### src/sv/jsu_pkg.sv
// Shared types and constants for the JSON string unescape block.
// No dependencies; used by the decoder and the top level.
package jsu_pkg;

    // Decoder modes
    localparam logic [1:0] MODE_IDLE = 2'd0;
    localparam logic [1:0] MODE_BODY = 2'd1;
    localparam logic [1:0] MODE_ESC  = 2'd2;
    localparam logic [1:0] MODE_HEX  = 2'd3;

    // Byte counter operations
    localparam logic [1:0] CNT_HOLD  = 2'd0;
    localparam logic [1:0] CNT_CLEAR = 2'd1;
    localparam logic [1:0] CNT_ONE   = 2'd2;
    localparam logic [1:0] CNT_INC   = 2'd3;

    // Characters of interest
    localparam logic [7:0] CH_QUOTE  = 8'h22;
    localparam logic [7:0] CH_BSLASH = 8'h5C;
    localparam logic [7:0] CH_SLASH  = 8'h2F;
    localparam logic [7:0] CH_QMARK  = 8'h3F;
    localparam logic [7:0] CH_U      = 8'h75;
    localparam logic [7:0] CH_B      = 8'h62;
    localparam logic [7:0] CH_F      = 8'h66;
    localparam logic [7:0] CH_N      = 8'h6E;
    localparam logic [7:0] CH_R      = 8'h72;
    localparam logic [7:0] CH_T      = 8'h74;

    // Number of hex digits skipped after \u
    localparam logic [2:0] HEX_DIGITS = 3'd4;

    // Decoder step: next state plus the result it produces
    typedef struct packed {
        logic [1:0] mode_next;
        logic [2:0] hex_next;
        logic [1:0] cnt_op;
        logic       has_result;
        logic [7:0] out_char;
        logic       is_end;
        logic       bad_start;
    } jsu_step_t;

    // Escape letter to character
    function automatic logic [7:0] map_escape(input logic [7:0] c);
        logic [7:0] r;
        case (c)
            CH_B:    r = 8'h08;
            CH_F:    r = 8'h0C;
            CH_N:    r = 8'h0A;
            CH_R:    r = 8'h0D;
            CH_T:    r = 8'h09;
            default: r = c;   // quote, backslash, slash and unknown pass as is
        endcase
        return r;
    endfunction

endpackage

### src/sv/jsu_decode.sv
// Combinational step of the unescape mode machine: one byte in, next state out.
// Depends on jsu_pkg for mode codes, counter ops and the step struct.
module jsu_decode (
    input  logic [1:0]         mode,
    input  logic [2:0]         hex_left,
    input  logic [7:0]         in_byte,
    input  logic               begin_req,
    output jsu_pkg::jsu_step_t step
);

    logic [2:0] hex_dec;

    assign hex_dec = (hex_left != 3'd0) ? hex_left - 3'd1 : 3'd0;

    always_comb begin
        step            = '0;
        step.mode_next  = mode;
        step.hex_next   = hex_left;
        step.cnt_op     = jsu_pkg::CNT_HOLD;

        if (begin_req) begin
            // New string: must open with a quote
            step.hex_next = 3'd0;
            if (in_byte != jsu_pkg::CH_QUOTE) begin
                step.mode_next  = jsu_pkg::MODE_IDLE;
                step.cnt_op     = jsu_pkg::CNT_CLEAR;
                step.has_result = 1'b1;
                step.bad_start  = 1'b1;
            end else begin
                step.mode_next = jsu_pkg::MODE_BODY;
                step.cnt_op    = jsu_pkg::CNT_ONE;
            end
        end else begin
            case (mode)
                jsu_pkg::MODE_BODY: begin
                    step.cnt_op = jsu_pkg::CNT_INC;
                    if (in_byte == jsu_pkg::CH_QUOTE) begin
                        step.mode_next  = jsu_pkg::MODE_IDLE;
                        step.has_result = 1'b1;
                        step.is_end     = 1'b1;
                    end else if (in_byte == jsu_pkg::CH_BSLASH) begin
                        step.mode_next = jsu_pkg::MODE_ESC;
                    end else begin
                        step.has_result = 1'b1;
                        step.out_char   = in_byte;
                    end
                end
                jsu_pkg::MODE_ESC: begin
                    step.cnt_op     = jsu_pkg::CNT_INC;
                    step.has_result = 1'b1;
                    if (in_byte == jsu_pkg::CH_U) begin
                        step.mode_next = jsu_pkg::MODE_HEX;
                        step.hex_next  = jsu_pkg::HEX_DIGITS;
                        step.out_char  = jsu_pkg::CH_QMARK;
                    end else begin
                        step.mode_next = jsu_pkg::MODE_BODY;
                        step.out_char  = jsu_pkg::map_escape(in_byte);
                    end
                end
                jsu_pkg::MODE_HEX: begin
                    // Skip hex digits blindly
                    step.cnt_op   = jsu_pkg::CNT_INC;
                    step.hex_next = hex_dec;
                    if (hex_dec == 3'd0) begin
                        step.mode_next = jsu_pkg::MODE_BODY;
                    end
                end
                default: begin
                    // Idle without begin: byte ignored
                end
            endcase
        end
    end

endmodule

### src/sv/json_string_unescape.sv
// Top level of the streaming JSON string unescape block.
// Depends on jsu_pkg and jsu_decode.
//
// Usage:
//   Input channel (s_valid/s_ready) carries one raw byte per request plus
//   s_begin_req, which marks the opening byte of a new string. Result
//   channel (m_valid/m_ready) carries decoded characters, one end result
//   with the consumed length (both quotes, saturating), or an error result
//   when the opening byte is not a double quote. Escape prefixes, skipped
//   hex digits and idle bytes produce no result.
// Path: the accept edge loads the input register, then the decode step
//   is loaded into the result register, where it waits until taken.
// Throughput: one byte per cycle sustained while m_ready stays high; the
//   mode machine update is a single step of the decoder between the two registers.
// Reset: aresetn low clears both pipeline stages and returns the decoder
//   to idle with a zero byte count.
// Stall: while a result waits and m_ready is low the result register holds;
//   the input register still takes one byte, then s_ready drops until the result
//   is taken.
module json_string_unescape #(
    parameter int COUNT_WIDTH = 16
) (
    input  logic                   aclk,
    input  logic                   aresetn,
    input  logic                   s_valid,
    output logic                   s_ready,
    input  logic [7:0]             s_in_byte,
    input  logic                   s_begin_req,
    output logic                   m_valid,
    input  logic                   m_ready,
    output logic [7:0]             m_out_char,
    output logic                   m_is_end,
    output logic                   m_bad_start,
    output logic [COUNT_WIDTH-1:0] m_consumed_length
);

    localparam logic [COUNT_WIDTH-1:0] COUNT_MAX = '1;

    logic                   in_valid_reg;
    logic [7:0]             in_byte_reg;
    logic                   in_begin_reg;
    logic [1:0]             mode_reg;
    logic [2:0]             hex_reg;
    logic [COUNT_WIDTH-1:0] count_reg;
    logic [COUNT_WIDTH-1:0] count_next;
    logic                   out_valid_reg;
    logic [7:0]             out_char_reg;
    logic                   out_end_reg;
    logic                   out_bad_reg;
    logic [COUNT_WIDTH-1:0] out_len_reg;
    logic                   fire;
    jsu_pkg::jsu_step_t     step;

    // Decode stage moves when the result register is free or being drained
    assign fire    = in_valid_reg && (!out_valid_reg || m_ready);
    assign s_ready = !in_valid_reg || fire;

    jsu_decode u_decode (
        .mode      (mode_reg),
        .hex_left  (hex_reg),
        .in_byte   (in_byte_reg),
        .begin_req (in_begin_reg),
        .step      (step)
    );

    // Saturating byte counter
    always_comb begin
        case (step.cnt_op)
            jsu_pkg::CNT_CLEAR: count_next = '0;
            jsu_pkg::CNT_ONE:   count_next = {{(COUNT_WIDTH-1){1'b0}}, 1'b1};
            jsu_pkg::CNT_INC:   count_next = (count_reg != COUNT_MAX) ?
                                             count_reg + 1'b1 : count_reg;
            default:            count_next = count_reg;
        endcase
    end

    // Input register
    always_ff @(posedge aclk) begin
        if (!aresetn) begin
            in_valid_reg <= 1'b0;
        end else if (s_ready) begin
            in_valid_reg <= s_valid;
        end
        if (s_ready && s_valid) begin
            in_byte_reg  <= s_in_byte;
            in_begin_reg <= s_begin_req;
        end
    end

    // Decoder state
    always_ff @(posedge aclk) begin
        if (!aresetn) begin
            mode_reg  <= jsu_pkg::MODE_IDLE;
            hex_reg   <= 3'd0;
            count_reg <= '0;
        end else if (fire) begin
            mode_reg  <= step.mode_next;
            hex_reg   <= step.hex_next;
            count_reg <= count_next;
        end
    end

    // Result register
    always_ff @(posedge aclk) begin
        if (!aresetn) begin
            out_valid_reg <= 1'b0;
        end else if (fire) begin
            out_valid_reg <= step.has_result;
        end else if (m_ready) begin
            out_valid_reg <= 1'b0;
        end
        if (fire) begin
            out_char_reg <= step.out_char;
            out_end_reg  <= step.is_end;
            out_bad_reg  <= step.bad_start;
            out_len_reg  <= step.is_end ? count_next : '0;
        end
    end

    assign m_valid           = out_valid_reg;
    assign m_out_char        = out_char_reg;
    assign m_is_end          = out_end_reg;
    assign m_bad_start       = out_bad_reg;
    assign m_consumed_length = out_len_reg;

endmodule

### config.mk
export PLATFORM = sky130hd
export DESIGN_NAME = json_string_unescape
export DESIGN_NICKNAME = d
export VERILOG_FILES = /design/src/sv/jsu_pkg.sv /design/src/sv/jsu_decode.sv /design/src/sv/json_string_unescape.sv
export SDC_FILE = /design/constraint.sdc
export NUM_CORES = 1
export LEC_CHECK = 0
export ABC_AREA = 1
export BUFFER_PORTS_ARGS = -buffer_cell sky130_fd_sc_hd__buf_2
export CAP_MARGIN = 20
export CORE_ASPECT_RATIO = 1.1
export CORE_UTILIZATION = 63
export CTS_CLUSTER_DIAMETER = 150
export DETAILED_ROUTE_END_ITERATION = 8
export GPL_TIMING_DRIVEN = 0
export PLACE_DENSITY = 0.86
export REMOVE_ABC_BUFFERS = 1
export SYNTH_ARGS = -nofsm -noshare
export SYNTH_HDL_FRONTEND = slang
export SYNTH_SLANG_ARGS = --single-unit
### constraint.sdc
create_clock -name aclk -period 5.75 [get_ports aclk]
set_clock_uncertainty 0.15 [all_clocks]
set_input_delay 1.15 -clock aclk [delete_from_list [all_inputs] [get_ports aclk]]
set_output_delay 1.15 -clock aclk [all_outputs]
set_load 0.1 [all_outputs]
# Yosys cells after proc, flatten, opt, wreduce, memory -nomap -nowiden
# Cells that the tools add are included.
# totals
out_inout_bits,28
regBits,58
elab_cells,72
in_bits,13
# classes
addsub,2
reduce_logical,14
n_mux,26
n_eq_ne,19
# op_table
operator,n
"8-bit by 7-bit equality test with 1-bit output, second input constant",7
16-bit case mux with 3 select lines,1
8-bit case mux with 5 select lines,1
8-bit two-way mux,3
9-bit case mux with 2 select lines,1
"16-bit by 1-bit adder with 16-bit output, second input constant",1
16-bit two-way mux,1
"16-bit != test, second input constant",1
2-bit two-way mux,6
9-bit two-way mux,1
"2-bit equality test, second input constant",4
"8-bit by 6-bit equality test with 1-bit output, second input constant",1
1-bit two-way mux,8
"8-bit by 6-bit != test with 1-bit output, second input constant",1
3-bit two-way mux,2
"3-bit by 2-bit != test with 1-bit output, second input constant",2
2-bit case mux with 3 select lines,1
3-bit case mux with 2 select lines,1
3-bit nonzero test,2
"2-bit by 1-bit equality test with 1-bit output, second input constant",2
"4-bit by 2-bit != test with 1-bit output, second input constant",1
4-bit AND reduction,1
4-bit nonzero test,1
3-bit logical NOT,1
other kinds (7),10

# Logic depth before layout (Yosys ltp)
# Gate-level depths: netlist of run 1.
# logic_depth
ltp_word,8
mapped_depth,11
ltp_nobuf,11

# Hierarchy
# From an unflattened synthesis of run 1, not the netlist that was laid out.
# unflattened
cells_unflattened,433
area_unflattened_um2,3385.7
# modules_own_cells
module,cells_per_inst,seq_area_each_um2,area_each_um2,n_inst
json_string_unescape,304,1511.4,2700.1,1
jsu_decode,129,0.0,685.7,1

# Least setup slack after synthesis of run 1
# OpenSTA, ideal clock, no wires.
# synth_path
path_kind,input port to output port
from,input m_ready
to,output s_ready
required_ns,4.450
cell_stages,2
setup_slack_ns,2.492
arrival_time_ns,1.958
path_buffers,0
path_cell_list,inv_1 > nand3_1
# synth_between
elab_chain_len,3
# synth_lines
element,line_no,rtl
start: declaration,json_string_unescape.sv:30,"input logic m_ready,"
1-bit logical OR,json_string_unescape.sv:55,assign fire = in_valid_reg && (!out_valid_reg || m_ready);
1-bit logical AND,json_string_unescape.sv:55,
1-bit logical OR,json_string_unescape.sv:56,assign s_ready = !in_valid_reg || fire;
end: declaration,json_string_unescape.sv:26,"output logic s_ready,"
# No other way between the ends.

# Worst setup path after layout of run 1
# Ends and elaborated chain as after synthesis.

==> metrics, run 1 <==
Lkg Pwr=1.687 nW; Slowest-stage cell, CP=buf_2; synth warn=0; Core ar.=slightly above 0.005 sq mm; die width=approximately 71 um; Clock Pin Slew Worst Setup and Hold Paths=0.06 ns; syn_area_per_cell=around 7.7 sq um; Cell Pwr Density=295.8 mW/mm^2; Initial Util=0.6555; crit share post-route=0.5409; Routed WL=approximately 7.3 mm; CTS tree=done; gr ovfl total=0; compound-gate portion of the synthesized area=0.1119; worst-margin pin slew=about 0.89 ns; internal power=0.8272 mW; power share of the clock group=0.435; Simple-Gate Fraction of Synth Area=0.2988; clock sinks=58; Synth area leader=edfxtp_1; most used cell, CP=buf_2; top cell type's share of synthesized area=0.3185; fin nets=486; number of max-cap violations=0; Mapped Cells=about 430; most frequent cell after synthesis=nand2_1; CP endpoint kind=output pin; Peak VDD IR=roughly 220 uV; crit path launch type=input pin; GPL Wtd Cong=approximately 0.95; initial antenna violation count=0; post-CTS sizing=0; DP HPWL=between 5 and 6 mm; status=finished with violations; violation count after the first detailed-routing iteration=321; DRC=6; routed len/inst=about 14 um; ANT cells=0; FMAX=between 300 and 400 MHz; post-layout util=0.7494; GRT Resource Usage Total=0.2830; clock root cell=clkbuf_8; share of cells above drive strength 1=0.1734; slew margin rel.=0.4052; crit-path cells=buf_2, inv_1, nand3_1, buf_2; die area=between 0.005 and 0.006 sq mm; mux contribution to synthesized area=0; Seq/Total Area, Yosys=0.4581; unrepaired setup endpoints after global routing=no; first-pass GRT wire length=about 12 mm; vias in the first global route=about 2700; Netlist cell types=35; xor/xnor cell area share of the yosys netlist=0.02124; failing checks=DRC; Crit Path Class=in -> out; #FFs+latches synth=slightly below 60; Hold-fix buffers, CTS=0; Hold Crit Class=reg -> reg; IO Pins=41; Final Hold Vio Count=0; Post-CTS Setup Inserts=0; Synth area leaders=edfxtp_1, dfxtp_1, nand2_1, inv_1, a21oi_1; via count=around 3000; critical path arrival=roughly 1.8 ns; synth cell count leaders=nand2_1, inv_1, a21oi_1; final critical-path required period=between 3 and 4 ns; Adder-Cell Fraction of Synth Area=0.01896; main combinational cell family by area after synthesis=simple AND/OR/NAND/NOR gates; switching power=0.2886 mW; Synth Flop Type=edfxtp_1; combinational share of power=0.133; clock buffer count from CTS=9; Max Root-Sink Buffers=2; Cell Rows=27; Sw Ratio=0.2587; CP max FO=3; data required time of the critical path=between 4 and 5 ns; Worst-Skew Late Latency=around 0.34 ns; Synth Cell Area=around 0.0033 sq mm; drt pass-1 iters=9; Post-Route Setup TNS=0 ns; die height=between 70 and 80 um; sequential share of power=0.432; drt via density=~5.6; antenna-violating nets left=0; final setup fails=0; P&R area growth vs syn=14.33%; largest net degree at the start of global routing=slightly below 50; number of port buffers=40; EDFF count, synth=35; CP max stage delay=around 0.44 ns; CTS H-tree lvls=3; Slew Viols, Final=0; FFs w/ async S/R, synth=0
cell type report:
class | instances | area (sq um)
flip-flops and latches | 58 | 1511
clock inverters | 6 | 128.9
clock buffers | 10 | 127.6
repair buffers | 41 | 207.7
multi-input cells | 296 | 1488
fillers | 363 | 1261
inverters | 62 | 236.5
well taps | 58 | 72.57
power by group through the flow:
stage | Sequential (mW) | Clock (mW) | Combinational (mW)
after CTS | 0.481 | 0.489 | 0.146
after global routing | 0.484 | 0.507 | 0.162
after floorplan | 0.529 | 0 | 0.0732
after detailed placement | 0.490 | 0 | 0.145
after global placement | 0.490 | 0 | 0.141
final | 0.482 | 0.485 | 0.148
worst paths after layout:
| path | start | endpoint | slack, ns | cells after the start |
|---|---|---|---|---|
| max | m_ready | s_ready | 2.64 | 4 |
| min | m_valid | m_valid | 0.37 | 2 |
| max reg2reg | m_valid | hex_reg[1] | 3.45 | 6 |
| min reg2reg | m_valid | m_valid | 0.37 | 2 |
metal layers:
metal  wire (um)  global-route usage  up-vias
met1        3239              0.3695     1364
li1            -                   -     1488
met2        3454              0.4663      125
met3         484             0.05584       13
met5           0                   0        -
met4         107              0.1020        0
layout by cell type (no fill, tap or decap), types with 2 or more instances in the layout:
master / synthesis / layout
clkinv_1: 1 / 2
dfxtp_1: 23 / 23
nor2_2: 5 / 5
o21bai_1: 3 / 3
a21oi_1: 41 / 41
inv_1: 56 / 55
ha_1: 5 / 5
a211oi_1: 2 / 2
buf_2: 3 / 40
nand4_1: 8 / 8
o211ai_1: 2 / 2
nand3_1: 40 / 40
nor3_1: 5 / 5
edfxtp_1: 35 / 35
bufinv_16: 0 / 4
clkbuf_8: 0 / 9
nor2_4: 3 / 3
nand3_2: 2 / 2
inv_2: 3 / 4
xor2_1: 8 / 8
nand2_1: 102 / 102
nand2_2: 5 / 5
o21ai_0: 18 / 18
nor2_1: 39 / 39
nand2_4: 2 / 2
clkinv_2: 1 / 2
kinds of logic after synthesis:
group,Yosys count
AO/OA/AOI/OAI,69
adder cells (fa/ha/maj),5
flip-flops,58
XOR/XNOR,8
buffers and inverters,74
AND/OR/NAND/NOR,214
through the flow:
step / area [sq um] / cells / hold WS, ns / power (mW) / setup WS, ns
finish: 3772 / 531 / 0.3730 / 1.116 / 2.640
CTS: 3765 / 530 / 0.3796 / 1.117 / 2.640
floorplan: 3236 / 416 / 0.3032 / 0.6022 / 2.492
global placement: 3508 / 514 / 0.3183 / 0.6305 / 2.054
global route: 3772 / 531 / 0.3959 / 1.153 / 2.618
detailed placement: 3508 / 514 / 0.3301 / 0.6346 / 2.553
worst max-delay path, delay by kind of cell:
kind,cells,cell delay [ns]
AND/OR/NAND/NOR,1,0.10
buffers and inverters,3,0.56
Power figures use the tool's default switching activity.
==> run 2, diff against run 1 <==
--- a/config.mk
+++ b/config.mk
@@ -9,11 +9,11 @@
 export BUFFER_PORTS_ARGS = -buffer_cell sky130_fd_sc_hd__buf_2
 export CAP_MARGIN = 20
 export CORE_ASPECT_RATIO = 1.1
-export CORE_UTILIZATION = 63
+export CORE_UTILIZATION = 58
 export CTS_CLUSTER_DIAMETER = 150
 export DETAILED_ROUTE_END_ITERATION = 8
 export GPL_TIMING_DRIVEN = 0
-export PLACE_DENSITY = 0.86
+export PLACE_DENSITY = 0.8
 export REMOVE_ABC_BUFFERS = 1
 export SYNTH_ARGS = -nofsm -noshare
 export SYNTH_HDL_FRONTEND = slang
==> constraint.sdc (replaced) <==
create_clock -name aclk -period 3.06 [get_ports aclk]
set_clock_uncertainty 0.15 [all_clocks]
set_input_delay 0.612 -clock aclk [delete_from_list [all_inputs] [get_ports aclk]]
set_output_delay 0.612 -clock aclk [all_outputs]
set_load 0.1 [all_outputs]
==> metrics, run 2 (synthesis gave the netlist of run 1 again) <==
status=finished clean; vias in the first global route=2712 (+1.6%); commonest non-fill, non-tap cell in the layout=nand2_1; crit share post-route=0.7748; unrepaired setup endpoints after global routing=no; drt via density=5.462 (-3.0%); number of max-cap violations=0 (unchanged); CTS tree=done; Peak VDD IR=388.1 uV (+75%); share of cells above drive strength 1=0.1691 (-0.004228); CP endpoint kind=register; commonest non-fill, non-tap cells in the layout=nand2_1, inv_1, a21oi_1, nand3_1, buf_2; number of port buffers=40 (unchanged); Core ar.=0.005430 sq mm (+7.9%); setup ws final=0.6891 ns (-1.951 ns); placed inst area=0.003530 sq mm (+0.61%); Filler Cells Inserted=450 (+24%); antenna-violating nets left=0 (unchanged); Lkg Pwr=1.651 nW (-2.1%); Worst-Skew Late Latency=0.33 ns (about the same); largest net degree at the start of global routing=49 (unchanged); data required time of the critical path=3.13 ns (-1.32 ns); internal power=1.306 mW (+58%); DRC=0 (-6); final setup fails=0 (unchanged); Total Power=1.837 mW (+65%); P&R area growth vs syn=12.63%; ANT cells=0 (unchanged); sequential share of power=0.492 (+0.060); Final Hold Vio Count=0 (unchanged); Crit Path Class=in -> reg; switching power=0.5302 mW (+84%); Initial Util=0.6076 (-0.04788); Sw Ratio=0.2887 (+0.02999); die height=81.11 um (+4.1%); crit-path cells=buf_2, inv_1, nand2_1, nand2_1, inv_2, nand2_2, o21ai_0, nor2_1; FMAX=between 400 and 500 MHz; combinational share of power=0.151 (+0.018); post-route cell area=0.003716 sq mm (-1.5%); clock sinks=58 (unchanged); die area=0.005995 sq mm (+8.4%); final critical-path required period=~2.4 ns; slew margin rel.=0.3798 (-0.02534); post-CTS sizing=0 (unchanged); initial antenna violation count=0 (unchanged); Place WS=0.3712 ns (-2.182 ns); GRT Resource Usage Total=0.2607 (-0.02228); via count=2993 (+0.10%); die width=73.92 um (+4.1%); Slew Viols, Final=0 (unchanged); Post-CTS Setup Inserts=0 (unchanged); GPL Wtd Cong=0.9304 (-2.5%); CP max stage delay=0.85 ns (+0.41 ns); clock buffer count from CTS=9 (unchanged); DP HPWL=5.020 mm (-1.0%); CTS H-tree lvls=3 (unchanged); Routed WL=7.007 mm (-3.8%); gr ovfl total=0 (unchanged); power share of the clock group=0.356 (-0.079); most used cell, CP=nand2_1; Max Root-Sink Buffers=2 (unchanged); IO Pins=41 (unchanged); Hold-fix buffers, CTS=0 (unchanged); fin nets=486 (unchanged); worst-margin pin slew=0.9289 ns (+0.03796 ns); Clock Pin Slew Worst Setup and Hold Paths=0.07 ns (about the same); critical path arrival=2.44 ns (+0.63 ns); clock root cell=clkbuf_8; drt pass-1 iters=6 (-3); crit path launch type=input pin; CP max FO=48 (+45); violation count after the first detailed-routing iteration=243 (-24%); first-pass GRT wire length=11.87 mm (-2.2%); Hold Crit Class=in -> reg; Slowest-stage cell, CP=inv_2; Cell Rows=28 (+3.7%); routed len/inst=12.79 um (-6.8%); Cell Pwr Density=494.2 mW/mm^2 (+67%)
[run 2: cell types whose count changed in the layout (fill, tap and decap cells not counted), sizes merged]
cell,change
clkbuf,+2
bufinv,-3
clkinv,+1
[run 2: metal layers]
metal / track usage / share of wire / vias up
met5: 0 / 0 / -
met4: 0.1077 / 0.019 / 0
met3: 0.06452 / 0.061 / 19
met2: 0.4291 / 0.47 / 106
met1: 0.3246 / 0.45 / 1383
li1: - / - / 1485
[run 2: worst paths after layout]
| path | start | depth (start not counted) | end | slack, ns |
|---|---|---|---|---|
| worst min register to register | hex_reg[2] | 2 | hex_reg[2] | 0.34 |
| worst max register to register | m_valid | 6 | hex_reg[1] | 0.76 |
| worst min-delay path | s_in_byte[6] | 1 | in_byte_reg[6] | 0.30 |
| worst max-delay path | m_ready | 8 | hex_reg[1] | 0.69 |
[run 2: metrics by stage]
stage	util	std cells	TNS (ns)	hold slack [ns]
final	0.6843	548	0	0.2982
after CTS	0.6829	547	0	0.2864
after detailed placement	0.6500	531	0	0.3411
after global routing	0.6843	548	0	0.2824
after global placement	0.6500	531	-0.5255	0.3172
after floorplan	-	416	0	0.3032
[run 2: area by class of cell]
class,count,area [sq um],share of cell area
Clock inverter,4,43.79,0.01178
Tap cell,75,93.84,0.02525
Inverter,62,236.5,0.06364
Sequential cell,58,1511,0.4067
Multi-Input combinational cell,296,1488,0.4003
Timing Repair Buffer,41,207.7,0.05589
Clock buffer,12,135.1,0.03636
[run 2: power by group through the flow]
stage                     combinational [mW]  clock [mW]  sequential [mW]
after floorplan                        0.138           0            0.994
after global placement                 0.266           0            0.920
after detailed placement               0.272           0            0.920
after CTS                              0.274       0.666            0.904
after global routing                   0.305       0.697            0.909
final                                  0.278       0.654            0.905
[run 2: critical path: cells and delay by family]
kind / cells / cell delay (ns)
compound gates: 1 / 0.19
buf+inv: 3 / 0.97
simple gates: 4 / 0.66
==> run 3, diff against run 2 <==
==> constraint.sdc (replaced) <==
create_clock -name aclk -period 2.4 [get_ports aclk]
set_clock_uncertainty 0.15 [all_clocks]
set_input_delay 0.48 -clock aclk [delete_from_list [all_inputs] [get_ports aclk]]
set_output_delay 0.48 -clock aclk [all_outputs]
set_load 0.1 [all_outputs]
==> metrics, run 3 (synthesis gave the netlist of run 1 again) <==
critical path arrival=2.09 ns (-0.35 ns); drt via density=5.446 (-0.29%); via count=2979 (-0.47%); DRC=0 (unchanged); commonest non-fill, non-tap cell in the layout=nand2_1; Hold Path End=in_begin_reg; slew margin rel.=0.5804 (+0.2006); final setup fails=0 (unchanged); Crit Path Class=reg -> reg; number of port buffers=40 (unchanged); Worst Reg-to-Reg Cells=10 (+4); Hold Crit Class=in -> reg; unrepaired setup endpoints after global routing=no; ANT cells=0 (unchanged); Hold Startpoint=s_begin_req; CP max FO=9 (-81%); Worst-Skew Late Latency=0.33 ns (about the same); CP max stage delay=0.46 ns (-0.39 ns); Total Power=2.342 mW (+28%); Slew Viols, Final=0 (unchanged); worst-margin pin slew=0.6278 ns (-0.3011 ns); Lkg Pwr=1.647 nW (-0.25%); reg-to-reg slack, setup=0.25 ns (-0.51 ns); Post-CTS Setup Inserts=0 (unchanged); Peak VDD IR=495.3 uV (+28%); Core ar.=0.005430 sq mm (unchanged); FMAX=~460 MHz; hold_ws=0.1666 ns (-0.1317 ns); Post-Layout Cell Count=547 (-0.18%); commonest non-fill, non-tap cells in the layout=nand2_1, inv_1, a21oi_1, nand3_1, buf_2; Initial Util=0.6076 (unchanged); violation count after the first detailed-routing iteration=221 (-9.1%); first-pass GRT wire length=11.93 mm (+0.52%); die height=81.11 um (unchanged); number of max-cap violations=0 (unchanged); gr ovfl total=0 (unchanged); Post-Route Setup TNS=0 ns (unchanged); routed len/inst=12.81 um (+0.15%); Cells on Worst Hold Path=1 (unchanged); placed inst area=0.003530 sq mm (unchanged); data required time of the critical path=2.34 ns (-0.79 ns); drt pass-1 iters=5 (-1); DP HPWL=5.020 mm (unchanged); Top delay family on crit path=simple AND/OR/NAND/NOR gates; die area=0.005995 sq mm (unchanged); Routed WL=7.005 mm (about the same); Max Root-Sink Buffers=2 (unchanged); status=finished clean; CTS H-tree lvls=3 (unchanged); reg-to-reg critical path endpoint=m_consumed_length[0]; die width=73.92 um (unchanged); Hold-fix buffers, CTS=0 (unchanged); clock sinks=58 (unchanged); P&R area growth vs syn=12.78%; largest net degree at the start of global routing=49 (unchanged); GRT Resource Usage Total=0.2618 (+0.001053); fin nets=485 (-0.21%); R2R Path Start=count_reg[0]; Critical path buffers and inverters=2 (-1); IO Pins=41 (unchanged); antenna-violating nets left=0 (unchanged); clock buffer count from CTS=9 (unchanged); Filler Cells Inserted=448 (-0.44%); crit path launch type=register; crit share post-route=0.8962; CTS tree=done; Cell Pwr Density=629.5 mW/mm^2 (+27%); Final Hold Vio Count=0 (unchanged); Clock Pin Slew Worst Setup and Hold Paths=0.07 ns (about the same); final critical-path required period=2.151 ns; vias in the first global route=2730 (+0.66%); initial antenna violation count=0 (unchanged); clock root cell=clkbuf_8; CP startpoint=count_reg[0]; post-route cell area=0.003721 sq mm (+0.13%); placed cells=531 (unchanged); crit-path cells=ha_1, inv_1, nor2_1, nand2_4, nor2_8, nand2_1, nand3_1, nand3_1, nand2_1, inv_1; GPL Wtd Cong=0.9304 (unchanged); share of cells above drive strength 1=0.1716 (+0.002477); Slowest-stage cell, CP=dfxtp_1; CP endpoint kind=register; Cell Rows=28 (unchanged)
run 3: changes by cell type in the layout (fill, tap and decap cells not counted):
cell,previous run,this run
nor2_1,39,37
buf_4,1,0
nor2_2,5,6
inv_2,4,3
inv_4,1,2
nor2_4,3,4
run 3: metal layers:
layer	up-vias	global-route usage	routed length, um
met1	1367	0.3230	3160
met5	-	0	0
li1	1492	-	-
met3	17	0.06452	399
met2	103	0.4327	3319
met4	0	0.1115	125
run 3: area by class of cell:
type                    instances  area, sq um  area share
flip-flops and latches         58         1511      0.4062
multi-input cells             296         1498      0.4025
inverters                      62        239.0     0.06422
repair buffers                 40        200.2     0.05380
clock buffers                  12        135.1     0.03631
well taps                      75        93.84     0.02522
clock inverters                 4        43.79     0.01177
run 3: worst max path at each step:
stage / end / depth (start not counted)
2_1_floorplan: in_begin_reg / 3
3_3_place_gp: hex_reg[1] / 8
3_5_place_dp: hex_reg[2] / 9
4_1_cts: hex_reg[2] / 7
5_1_grt: m_consumed_length[0] / 10
6_report: m_consumed_length[0] / 10
run 3: report_power, final:
| group | total, mW | internal, mW | switching [mW] |
|---|---|---|---|
| Combinational | 0.354 | 0.0866 | 0.267 |
| Clock | 0.835 | 0.473 | 0.362 |
| Sequential | 1.15 | 1.10 | 0.0488 |
run 3: per-stage QoR:
step / util / setup slack, ns
global placement: 0.6500 / -0.6877
global route: 0.6853 / 0.04202
floorplan: - / -0.4618
CTS: 0.6834 / 0.1322
finish: 0.6853 / 0.2491
detailed placement: 0.6500 / -0.1568
run 3: timing repair:
action                     CTS  global route
hold endpoints to repair     0             0
setup endpoints to repair    4             8
gates resized for setup      1             4
gates cloned                 0             0
